## src/md5_pkg.sv

```systemverilog
`timescale 1ns / 1ps

package md5_pkg;

    // Initial chaining words of MD5.
    localparam logic [31:0] IV_A = 32'h67452301;
    localparam logic [31:0] IV_B = 32'hEFCDAB89;
    localparam logic [31:0] IV_C = 32'h98BADCFE;
    localparam logic [31:0] IV_D = 32'h10325476;

    // Byte that opens the padding.
    localparam logic [7:0] PAD_BYTE = 8'h80;

    // Word positions of the bit length in the last block.
    localparam logic [3:0] LEN_LO_WORD = 4'd14;
    localparam logic [3:0] LEN_HI_WORD = 4'd15;

    // Round constants, the integer part of abs(sin(i + 1)) * 2^32.
    function automatic logic [31:0] sine_k(input logic [5:0] idx);
        logic [31:0] k;
        case (idx)
            6'd0:  k = 32'hd76aa478;  6'd1:  k = 32'he8c7b756;
            6'd2:  k = 32'h242070db;  6'd3:  k = 32'hc1bdceee;
            6'd4:  k = 32'hf57c0faf;  6'd5:  k = 32'h4787c62a;
            6'd6:  k = 32'ha8304613;  6'd7:  k = 32'hfd469501;
            6'd8:  k = 32'h698098d8;  6'd9:  k = 32'h8b44f7af;
            6'd10: k = 32'hffff5bb1;  6'd11: k = 32'h895cd7be;
            6'd12: k = 32'h6b901122;  6'd13: k = 32'hfd987193;
            6'd14: k = 32'ha679438e;  6'd15: k = 32'h49b40821;
            6'd16: k = 32'hf61e2562;  6'd17: k = 32'hc040b340;
            6'd18: k = 32'h265e5a51;  6'd19: k = 32'he9b6c7aa;
            6'd20: k = 32'hd62f105d;  6'd21: k = 32'h02441453;
            6'd22: k = 32'hd8a1e681;  6'd23: k = 32'he7d3fbc8;
            6'd24: k = 32'h21e1cde6;  6'd25: k = 32'hc33707d6;
            6'd26: k = 32'hf4d50d87;  6'd27: k = 32'h455a14ed;
            6'd28: k = 32'ha9e3e905;  6'd29: k = 32'hfcefa3f8;
            6'd30: k = 32'h676f02d9;  6'd31: k = 32'h8d2a4c8a;
            6'd32: k = 32'hfffa3942;  6'd33: k = 32'h8771f681;
            6'd34: k = 32'h6d9d6122;  6'd35: k = 32'hfde5380c;
            6'd36: k = 32'ha4beea44;  6'd37: k = 32'h4bdecfa9;
            6'd38: k = 32'hf6bb4b60;  6'd39: k = 32'hbebfbc70;
            6'd40: k = 32'h289b7ec6;  6'd41: k = 32'heaa127fa;
            6'd42: k = 32'hd4ef3085;  6'd43: k = 32'h04881d05;
            6'd44: k = 32'hd9d4d039;  6'd45: k = 32'he6db99e5;
            6'd46: k = 32'h1fa27cf8;  6'd47: k = 32'hc4ac5665;
            6'd48: k = 32'hf4292244;  6'd49: k = 32'h432aff97;
            6'd50: k = 32'hab9423a7;  6'd51: k = 32'hfc93a039;
            6'd52: k = 32'h655b59c3;  6'd53: k = 32'h8f0ccc92;
            6'd54: k = 32'hffeff47d;  6'd55: k = 32'h85845dd1;
            6'd56: k = 32'h6fa87e4f;  6'd57: k = 32'hfe2ce6e0;
            6'd58: k = 32'ha3014314;  6'd59: k = 32'h4e0811a1;
            6'd60: k = 32'hf7537e82;  6'd61: k = 32'hbd3af235;
            6'd62: k = 32'h2ad7d2bb;  6'd63: k = 32'heb86d391;
            default: k = 32'h0;
        endcase
        return k;
    endfunction

    // Left rotation amount per round group and position within the group.
    function automatic logic [4:0] rot_amt(input logic [1:0] grp, input logic [1:0] pos);
        logic [4:0] s;
        case ({grp, pos})
            4'h0: s = 5'd7;   4'h1: s = 5'd12;  4'h2: s = 5'd17;  4'h3: s = 5'd22;
            4'h4: s = 5'd5;   4'h5: s = 5'd9;   4'h6: s = 5'd14;  4'h7: s = 5'd20;
            4'h8: s = 5'd4;   4'h9: s = 5'd11;  4'hA: s = 5'd16;  4'hB: s = 5'd23;
            4'hC: s = 5'd6;   4'hD: s = 5'd10;  4'hE: s = 5'd15;  4'hF: s = 5'd21;
            default: s = 5'd0;
        endcase
        return s;
    endfunction

endpackage

```

## src/md5_message_digest.sv

```systemverilog
`timescale 1ns / 1ps

// MD5 digest engine, one message byte per input word.
// Input channel (i_valid / o_ready): each word may carry a message byte
// (i_byte_present) and may close the message (i_end_of_message). A byte in
// the same word as the end mark is taken first, as the last message byte.
// A word with neither flag changes nothing.
// Output channel (o_valid / i_ready): one word per message, the four chaining
// words A to D; read each little-endian to get the usual 16-byte digest.
// Flow: a byte that does not close a 64-byte block is taken without a stall.
// A byte that fills the block holds o_ready low for the 64 rounds on the
// single shared round unit, one round per cycle, and for the fold of the
// result into the chaining words. The end mark costs a padding step, a
// compression and the hand-over of the digest, plus a second compression
// when the length field spills into a second padding block.
// The digest sits in its own output register, so the next message starts
// while it waits; only a second digest waits for the receiver to drain it.
// Reset loads the MD5 initial chaining words and clears the byte count and
// the block buffer; the engine leaves reset idle and ready for input.
module md5_message_digest (
    input  logic        i_clk,
    input  logic        i_rst_n,
    input  logic        i_valid,
    output logic        o_ready,
    input  logic [7:0]  i_data_byte,
    input  logic        i_byte_present,
    input  logic        i_end_of_message,
    output logic        o_valid,
    input  logic        i_ready,
    output logic [31:0] o_digest_word0,
    output logic [31:0] o_digest_word1,
    output logic [31:0] o_digest_word2,
    output logic [31:0] o_digest_word3
);
    import md5_pkg::*;

    typedef enum logic [5:0] {
        S_IDLE  = 6'b000001,
        S_PAD   = 6'b000010,
        S_ROUND = 6'b000100,
        S_FOLD  = 6'b001000,
        S_LEN   = 6'b010000,
        S_EMIT  = 6'b100000
    } t_state;

    // What follows a compression: more message, the length block, or the digest.
    typedef enum logic [1:0] {
        AFT_MSG  = 2'd0,
        AFT_LEN  = 2'd1,
        AFT_DONE = 2'd2
    } t_after;

    t_state      r_state, n_state;
    t_after      r_after, n_after;
    logic        r_fin, n_fin;
    logic [5:0]  r_rnd, n_rnd;
    logic [63:0] r_count, n_count;
    logic [31:0] r_block [16];
    logic [31:0] n_block [16];
    logic [31:0] r_chain [4];
    logic [31:0] n_chain [4];
    logic [31:0] r_a, r_b, r_c, r_d;
    logic [31:0] n_a, n_b, n_c, n_d;
    logic        r_out_valid, n_out_valid;
    logic [31:0] r_dig [4];
    logic [31:0] n_dig [4];

    logic [5:0]  byte_pos;
    logic        accept;
    logic        load_rounds;

    // Shared round unit.
    logic [1:0]  grp;
    logic [3:0]  q;
    logic [3:0]  g;
    logic [31:0] mix;
    logic [31:0] t_sum;
    logic [63:0] t_rot;
    logic [31:0] f_new;

    assign accept   = i_valid && o_ready;
    assign byte_pos = r_count[5:0];
    assign grp      = r_rnd[5:4];
    assign q        = r_rnd[3:0];

    always_comb begin
        case (grp)
            2'd0: begin
                g   = q;
                mix = (r_b & r_c) | (~r_b & r_d);
            end
            2'd1: begin
                g   = 4'(q * 4'd5 + 4'd1);
                mix = (r_d & r_b) | (~r_d & r_c);
            end
            2'd2: begin
                g   = 4'(q * 4'd3 + 4'd5);
                mix = r_b ^ r_c ^ r_d;
            end
            default: begin
                g   = 4'(q * 4'd7);
                mix = r_c ^ (r_b | ~r_d);
            end
        endcase
    end

    assign t_sum = r_a + mix + sine_k(r_rnd) + r_block[g];
    assign t_rot = {t_sum, t_sum} << rot_amt(grp, q[1:0]);
    assign f_new = r_b + t_rot[63:32];

    always_comb begin
        n_state     = r_state;
        n_after     = r_after;
        n_fin       = r_fin;
        n_rnd       = r_rnd;
        n_count     = r_count;
        n_block     = r_block;
        n_chain     = r_chain;
        n_a         = r_a;
        n_b         = r_b;
        n_c         = r_c;
        n_d         = r_d;
        n_dig       = r_dig;
        n_out_valid = r_out_valid && !i_ready;
        load_rounds = 1'b0;

        case (r_state)
            S_IDLE: begin
                if (accept) begin
                    n_fin = i_end_of_message;
                    if (i_byte_present) begin
                        n_block[byte_pos[5:2]][{byte_pos[1:0], 3'b000} +: 8] = i_data_byte;
                        n_count = r_count + 64'd1;
                    end
                    if (i_byte_present && byte_pos == 6'd63) begin
                        n_after     = AFT_MSG;
                        load_rounds = 1'b1;
                    end else if (i_end_of_message) begin
                        n_state = S_PAD;
                    end
                end
            end
            S_PAD: begin
                n_block[byte_pos[5:2]][{byte_pos[1:0], 3'b000} +: 8] = PAD_BYTE;
                // With 56 or more bytes in the block the length goes in a block of its own.
                if (byte_pos[5:3] == 3'b111) begin
                    n_after = AFT_LEN;
                end else begin
                    n_block[LEN_LO_WORD] = {r_count[28:0], 3'b000};
                    n_block[LEN_HI_WORD] = r_count[60:29];
                    n_after = AFT_DONE;
                end
                load_rounds = 1'b1;
            end
            S_ROUND: begin
                n_a   = r_d;
                n_d   = r_c;
                n_c   = r_b;
                n_b   = f_new;
                n_rnd = r_rnd + 6'd1;
                if (r_rnd == 6'd63) begin
                    n_state = S_FOLD;
                end
            end
            S_FOLD: begin
                n_chain[0] = r_chain[0] + r_a;
                n_chain[1] = r_chain[1] + r_b;
                n_chain[2] = r_chain[2] + r_c;
                n_chain[3] = r_chain[3] + r_d;
                for (int i = 0; i < 16; i++) begin
                    n_block[i] = '0;
                end
                case (r_after)
                    AFT_MSG:  n_state = r_fin ? S_PAD : S_IDLE;
                    AFT_LEN:  n_state = S_LEN;
                    AFT_DONE: n_state = S_EMIT;
                    default:  n_state = S_IDLE;
                endcase
            end
            S_LEN: begin
                n_block[LEN_LO_WORD] = {r_count[28:0], 3'b000};
                n_block[LEN_HI_WORD] = r_count[60:29];
                n_after     = AFT_DONE;
                load_rounds = 1'b1;
            end
            S_EMIT: begin
                // Hand the digest over once the output register is free.
                if (!r_out_valid || i_ready) begin
                    n_dig       = r_chain;
                    n_out_valid = 1'b1;
                    n_chain[0]  = IV_A;
                    n_chain[1]  = IV_B;
                    n_chain[2]  = IV_C;
                    n_chain[3]  = IV_D;
                    n_count     = '0;
                    n_fin       = 1'b0;
                    n_state     = S_IDLE;
                end
            end
            default: begin
                n_state = S_IDLE;
            end
        endcase

        if (load_rounds) begin
            n_state = S_ROUND;
            n_rnd   = '0;
            n_a     = r_chain[0];
            n_b     = r_chain[1];
            n_c     = r_chain[2];
            n_d     = r_chain[3];
        end
    end

    always_ff @(posedge i_clk) begin
        if (!i_rst_n) begin
            r_state     <= S_IDLE;
            r_after     <= AFT_MSG;
            r_fin       <= 1'b0;
            r_rnd       <= '0;
            r_count     <= '0;
            r_out_valid <= 1'b0;
            r_chain[0]  <= IV_A;
            r_chain[1]  <= IV_B;
            r_chain[2]  <= IV_C;
            r_chain[3]  <= IV_D;
            for (int i = 0; i < 16; i++) begin
                r_block[i] <= '0;
            end
        end else begin
            r_state     <= n_state;
            r_after     <= n_after;
            r_fin       <= n_fin;
            r_rnd       <= n_rnd;
            r_count     <= n_count;
            r_out_valid <= n_out_valid;
            r_chain     <= n_chain;
            r_block     <= n_block;
        end
    end

    always_ff @(posedge i_clk) begin
        r_a   <= n_a;
        r_b   <= n_b;
        r_c   <= n_c;
        r_d   <= n_d;
        r_dig <= n_dig;
    end

    assign o_ready        = (r_state == S_IDLE);
    assign o_valid        = r_out_valid;
    assign o_digest_word0 = r_dig[0];
    assign o_digest_word1 = r_dig[1];
    assign o_digest_word2 = r_dig[2];
    assign o_digest_word3 = r_dig[3];

    // The last round always hands over to the fold step.
    a_round_to_fold: assert property (@(posedge i_clk) disable iff (!i_rst_n)
        (r_state == S_ROUND && r_rnd == 6'd63) |=> (r_state == S_FOLD))
        else $error("round sequence did not end in fold");

    // Padding always starts a compression from round zero.
    a_pad_starts_rounds: assert property (@(posedge i_clk) disable iff (!i_rst_n)
        (r_state == S_PAD) |=> (r_state == S_ROUND && r_rnd == 6'd0))
        else $error("padding did not start a compression");

    // Handing over a digest restarts the message state.
    a_emit_restarts: assert property (@(posedge i_clk) disable iff (!i_rst_n)
        (r_state == S_EMIT && (!r_out_valid || i_ready)) |=>
        (r_count == 64'd0 && r_chain[0] == IV_A && r_chain[3] == IV_D && o_valid))
        else $error("digest hand-over did not restart the message");

endmodule

```

## config.mk

```make
export PLATFORM = sky130hd
export DESIGN_NAME = md5_message_digest
export DESIGN_NICKNAME = d
export VERILOG_FILES = /design/src/md5_pkg.sv /design/src/md5_message_digest.sv
export SDC_FILE = /design/constraint.sdc
export NUM_CORES = 2
export LEC_CHECK = 0
export BUFFER_PORTS_ARGS = -buffer_cell sky130_fd_sc_hd__buf_2
export CORE_UTILIZATION = 30
export CTS_BUF_LIST = sky130_fd_sc_hd__clkbuf_4 sky130_fd_sc_hd__clkbuf_8
export CTS_CLUSTER_DIAMETER = 100
export CTS_CLUSTER_SIZE = 28
export DETAILED_ROUTE_END_ITERATION = 16
export GPL_TIMING_DRIVEN = 0
export PLACE_DENSITY = 0.46
export SLEW_MARGIN = 15
export SYNTH_ARGS = -nofsm -noshare
export SYNTH_HDL_FRONTEND = slang
export SYNTH_SLANG_ARGS = --single-unit
```

## constraint.sdc

```tcl
create_clock -name i_clk -period 16.9 [get_ports i_clk]
set_clock_uncertainty 0.1 [all_clocks]
set_input_delay 0.845 -clock i_clk [delete_from_list [all_inputs] [get_ports i_clk]]
set_output_delay 0.845 -clock i_clk [all_outputs]
set_load 0.01 [all_outputs]
```

==> run_results.csv <==
group,metric,value,unit
synth,mappedNetlistArea,59290,µm²
sta,tns,0,ps
clock_tree,clock_latency,940,ps
pwr,p_sw,3.048,mW
synth,syn-num-nets,7229,
setup_path,start_kind,"flip-flop",
setup_path,crit_type,"reg -> reg",
drt,vias,56300,
setup_path,cp.required,17590,ps
place,port_buffers,143,
global_routing,grt_pass1_wl,393200,µm
sta,rsz0062_at_grt,"no",
run,max-cap-violations,0,
setup_path,slowest_delay,790,ps
global_routing,grt_pass1_vias,53360,
synth,yosysTopAreaCell,"dfxtp_1",
pwr,p_seq_frac,0.386,
clock_tree,cts_setup_buffers,0,
floorplan,die_h,446.6,µm
sta,hold_viol_final,0,
floorplan,dieArea,199400,µm²
clock_tree,cts_buffers,53,
drt,dr.pass1.iters,6,
setup_path,cp.depth,40,
layout,layout.nets,7440,
setup_path,end_kind,"flip-flop",
min_path,hold_depth,3,
pwr,p_per_area,108.8,nW/µm²
setup_path,crit_top_cell,"o21ai_0",
drt,drtAntennaViolNets,0,
synth,synth_cell_types,88,
clock_tree,tritoncts,"yes",
sta,layout_setup_ws,3318,ps
clock_tree,clockBufferDepth,3,
clock_tree,ctsHoldBuffers,0,
synth,syn_area_per_cell,8.559,µm²
setup_path,crit_family,"compound AO/OA/AOI/OAI gates",
pwr,p_comb_frac,0.421,
clock_tree,cts_root_buf,"clkbuf_8",
floorplan,core,195600,µm²
setup_path,worst-r2r-cell-count,40,
min_path,min_to,"o_valid",
synth,synth_edf_count,256,
synth,synth_area_leaders,"dfxtp_1 25%, edfxtp_1 13%, nor2_1 6.4%, mux4_2 5.1%, nand2_1 4.9%",
sta,final.period_utilization,0.8036,
clock_tree,cts.sinks,1010,
place,pre_cts_ws,3529,ps
setup_path,critPathArrivalTime,14270,ps
clock_tree,htreeDepth,2,
setup_path,worst-path-buf-inv,5,
synth,yosys.area.top_type_share,0.2546,
setup_path,crit_fanout,10,
place,gp_congestion,0.9917,
global_routing,track_usage,0.2728,
sta,max_slew_margin,0.06647,
setup_path,r2r_end,"r_b[31]",
place,dp_hpwl,216500,µm
pwr,cellLeakagePower,23.19,nW
layout,fillers,20800,
global_routing,overflow,0,
layout,area_growth,9.442,%
drt,drc_errors,0,
synth,synthArstFlopShare,0,
floorplan,rows,162,
sta,worst_slew_pin_slew,1395,ps
synth,yosysMostFrequentCell,"nor2_1",
setup_path,reg2reg_from,"r_rnd[0]",
drt,finalWirelength,280500,µm
pwr,vdd_drop_max,0.07661,mV
pwr,p_sw_frac,0.4317,
synth,ys.flop_type,"dfxtp_1",
sta,max_freq,73.63,MHz
floorplan,dieWidth,446.6,µm
synth,ys_top_cells_by_count,"1007 x nor2_1, 777 x nand2_1, 754 x dfxtp_1",
sta,finalSetupViolCount,0,
sta,min_period,13580,ps
synth,ys_seq_elements,1010,
pwr,power_frac_clock,0.192,
pwr,internal_power,4.013,mW
drt,routedWlPerCell,28.59,µm
drt,viasPerCell,5.738,
synth,synthCells,6927,
global_routing,grt_max_degree,50,
setup_path,reg2reg_setup_slack,3320,ps
floorplan,start_util,0.3031,
clock_tree,cts-resized-gates,0,
clock_tree,clk_pin_slew_worst_paths,180,ps
status,outcome,"finished clean",
pwr,power,7.061,mW
floorplan,io_pins,144,
synth,ys_warn_count,0,
drt,drt-initial-drc-count,5880,
synth,synth_seq_area_share,0.3842,
layout,drive_above_1_share,0.06883,
setup_path,critPathSlowestCell,"a2111oi_0",
sta,final-max-slew-violation-count,0,
global_routing,antenna_found_initial,20,
min_path,hold_start,"i_ready",
min_path,hp-class,"in -> reg",
==> metal layers <==
metal | up-vias | global-route usage | share of wire
li1 | 25400 | - | -
met1 | 27760 | 0.3446 | 0.41
met2 | 2573 | 0.4460 | 0.46
met3 | 559 | 0.03603 | 0.066
met4 | 6 | 0.1559 | 0.065
met5 | - | 0 | 0.00017
==> area by class of cell <==
type,count,area (µm²),area share
clock buffer,61,808.3,0.01246
clock inverter,33,476.7,0.007347
antenna,11,27.53,0.0004242
timing repair buffer,156,914.6,0.01410
buffer,469,1787,0.02754
sequential,1010,22780,0.3511
multi-input combinational,5245,34050,0.5247
inverter,203,762.0,0.01174
tap,2624,3283,0.05060
==> per-stage QoR <==
step                  util  instance area (µm²)  instances  hold slack, ps
finish              0.3317                64890       9812           153.2
CTS                 0.3315                64850       9801           80.26
global route        0.3317                64870       9807           115.7
detailed placement  0.3250                63560       9707           344.5
floorplan                -                59290       6927           320.4
global placement    0.3236                63290       9694           338.7
==> how the worst max path moves through the flow <==
| stage | from | endpoint | slack (ps) |
|---|---|---|---|
| after floorplan | r_rnd[0] | r_b[30] | 7040 |
| after global placement | r_rnd[5] | r_b[31] | 2750 |
| after detailed placement | r_rnd[0] | r_b[31] | 3530 |
| after CTS | r_rnd[0] | r_b[31] | 3480 |
| after global routing | r_rnd[0] | r_b[30] | 2570 |
| final | r_rnd[0] | r_b[31] | 3320 |
==> worst reg2reg max path, delay by kind of cell, from the launching register on <==
family	cells	cell delay, ps
buffers and inverters	5	1830
adders and majority gates	5	2090
xor gates and xnor gates	4	740
AOI/OAI and AO/OA	17	6000
DFF	1	590
and+or+nand+nor	6	1030
muxes	3	1080
==> placed cells by master, fill, tap and decap left out, types with 20 or more instances in the layout <==
cell      synthesis  final
ha_1            219    219
clkbuf_1        384    371
nor2b_1          39     39
o21a_1           37     37
a32oi_1          31     31
inv_1           200    200
a22oi_1         364    364
mux2_2           40     40
and2_1           77     77
and3_1           58     58
mux4_2          135    135
o211ai_1         42     42
o21bai_1         20     20
nor3_1          147    144
a211oi_1         44     44
edfxtp_1        256    256
dfxtp_1         754    754
buf_2             2    151
fa_1             69     69
xnor2_1         111    109
clkbuf_8          0     56
o21ai_1          43     43
nand2_1         777    776
a21o_1           77     77
nand4_1          21     21
nand3_1         130    130
o22ai_1          66     66
a21oi_1         550    550
buf_1            83     77
nand2b_1         38     38
nor3b_1          34     33
mux2i_1         114    114
a31oi_1         168    168
nor2_1         1007   1006
xor2_1          135    135
o21ai_0         381    381
or3_1            34     34
==> kinds of logic after synthesis <==
logic type | synth area share
adder cells (fa/ha/maj) | 0.06968
multiplexers | 0.07812
buffers and inverters | 0.04259
AND/OR/NAND/NOR | 0.1769
XOR/XNOR | 0.03712
flip-flops | 0.3842
AO/OA/AOI/OAI | 0.2113
==> power by group through the flow <==
stage | Combinational (mW) | Sequential [mW] | Clock, mW
final | 2.97 | 2.73 | 1.36
after floorplan | 1.96 | 2.71 | 0
after detailed placement | 2.90 | 2.77 | 0
after global placement | 2.88 | 2.78 | 0
after global routing | 3.22 | 2.73 | 1.46
after CTS | 2.92 | 2.72 | 1.39
Note: power is estimated with default switching activity, not from simulation.
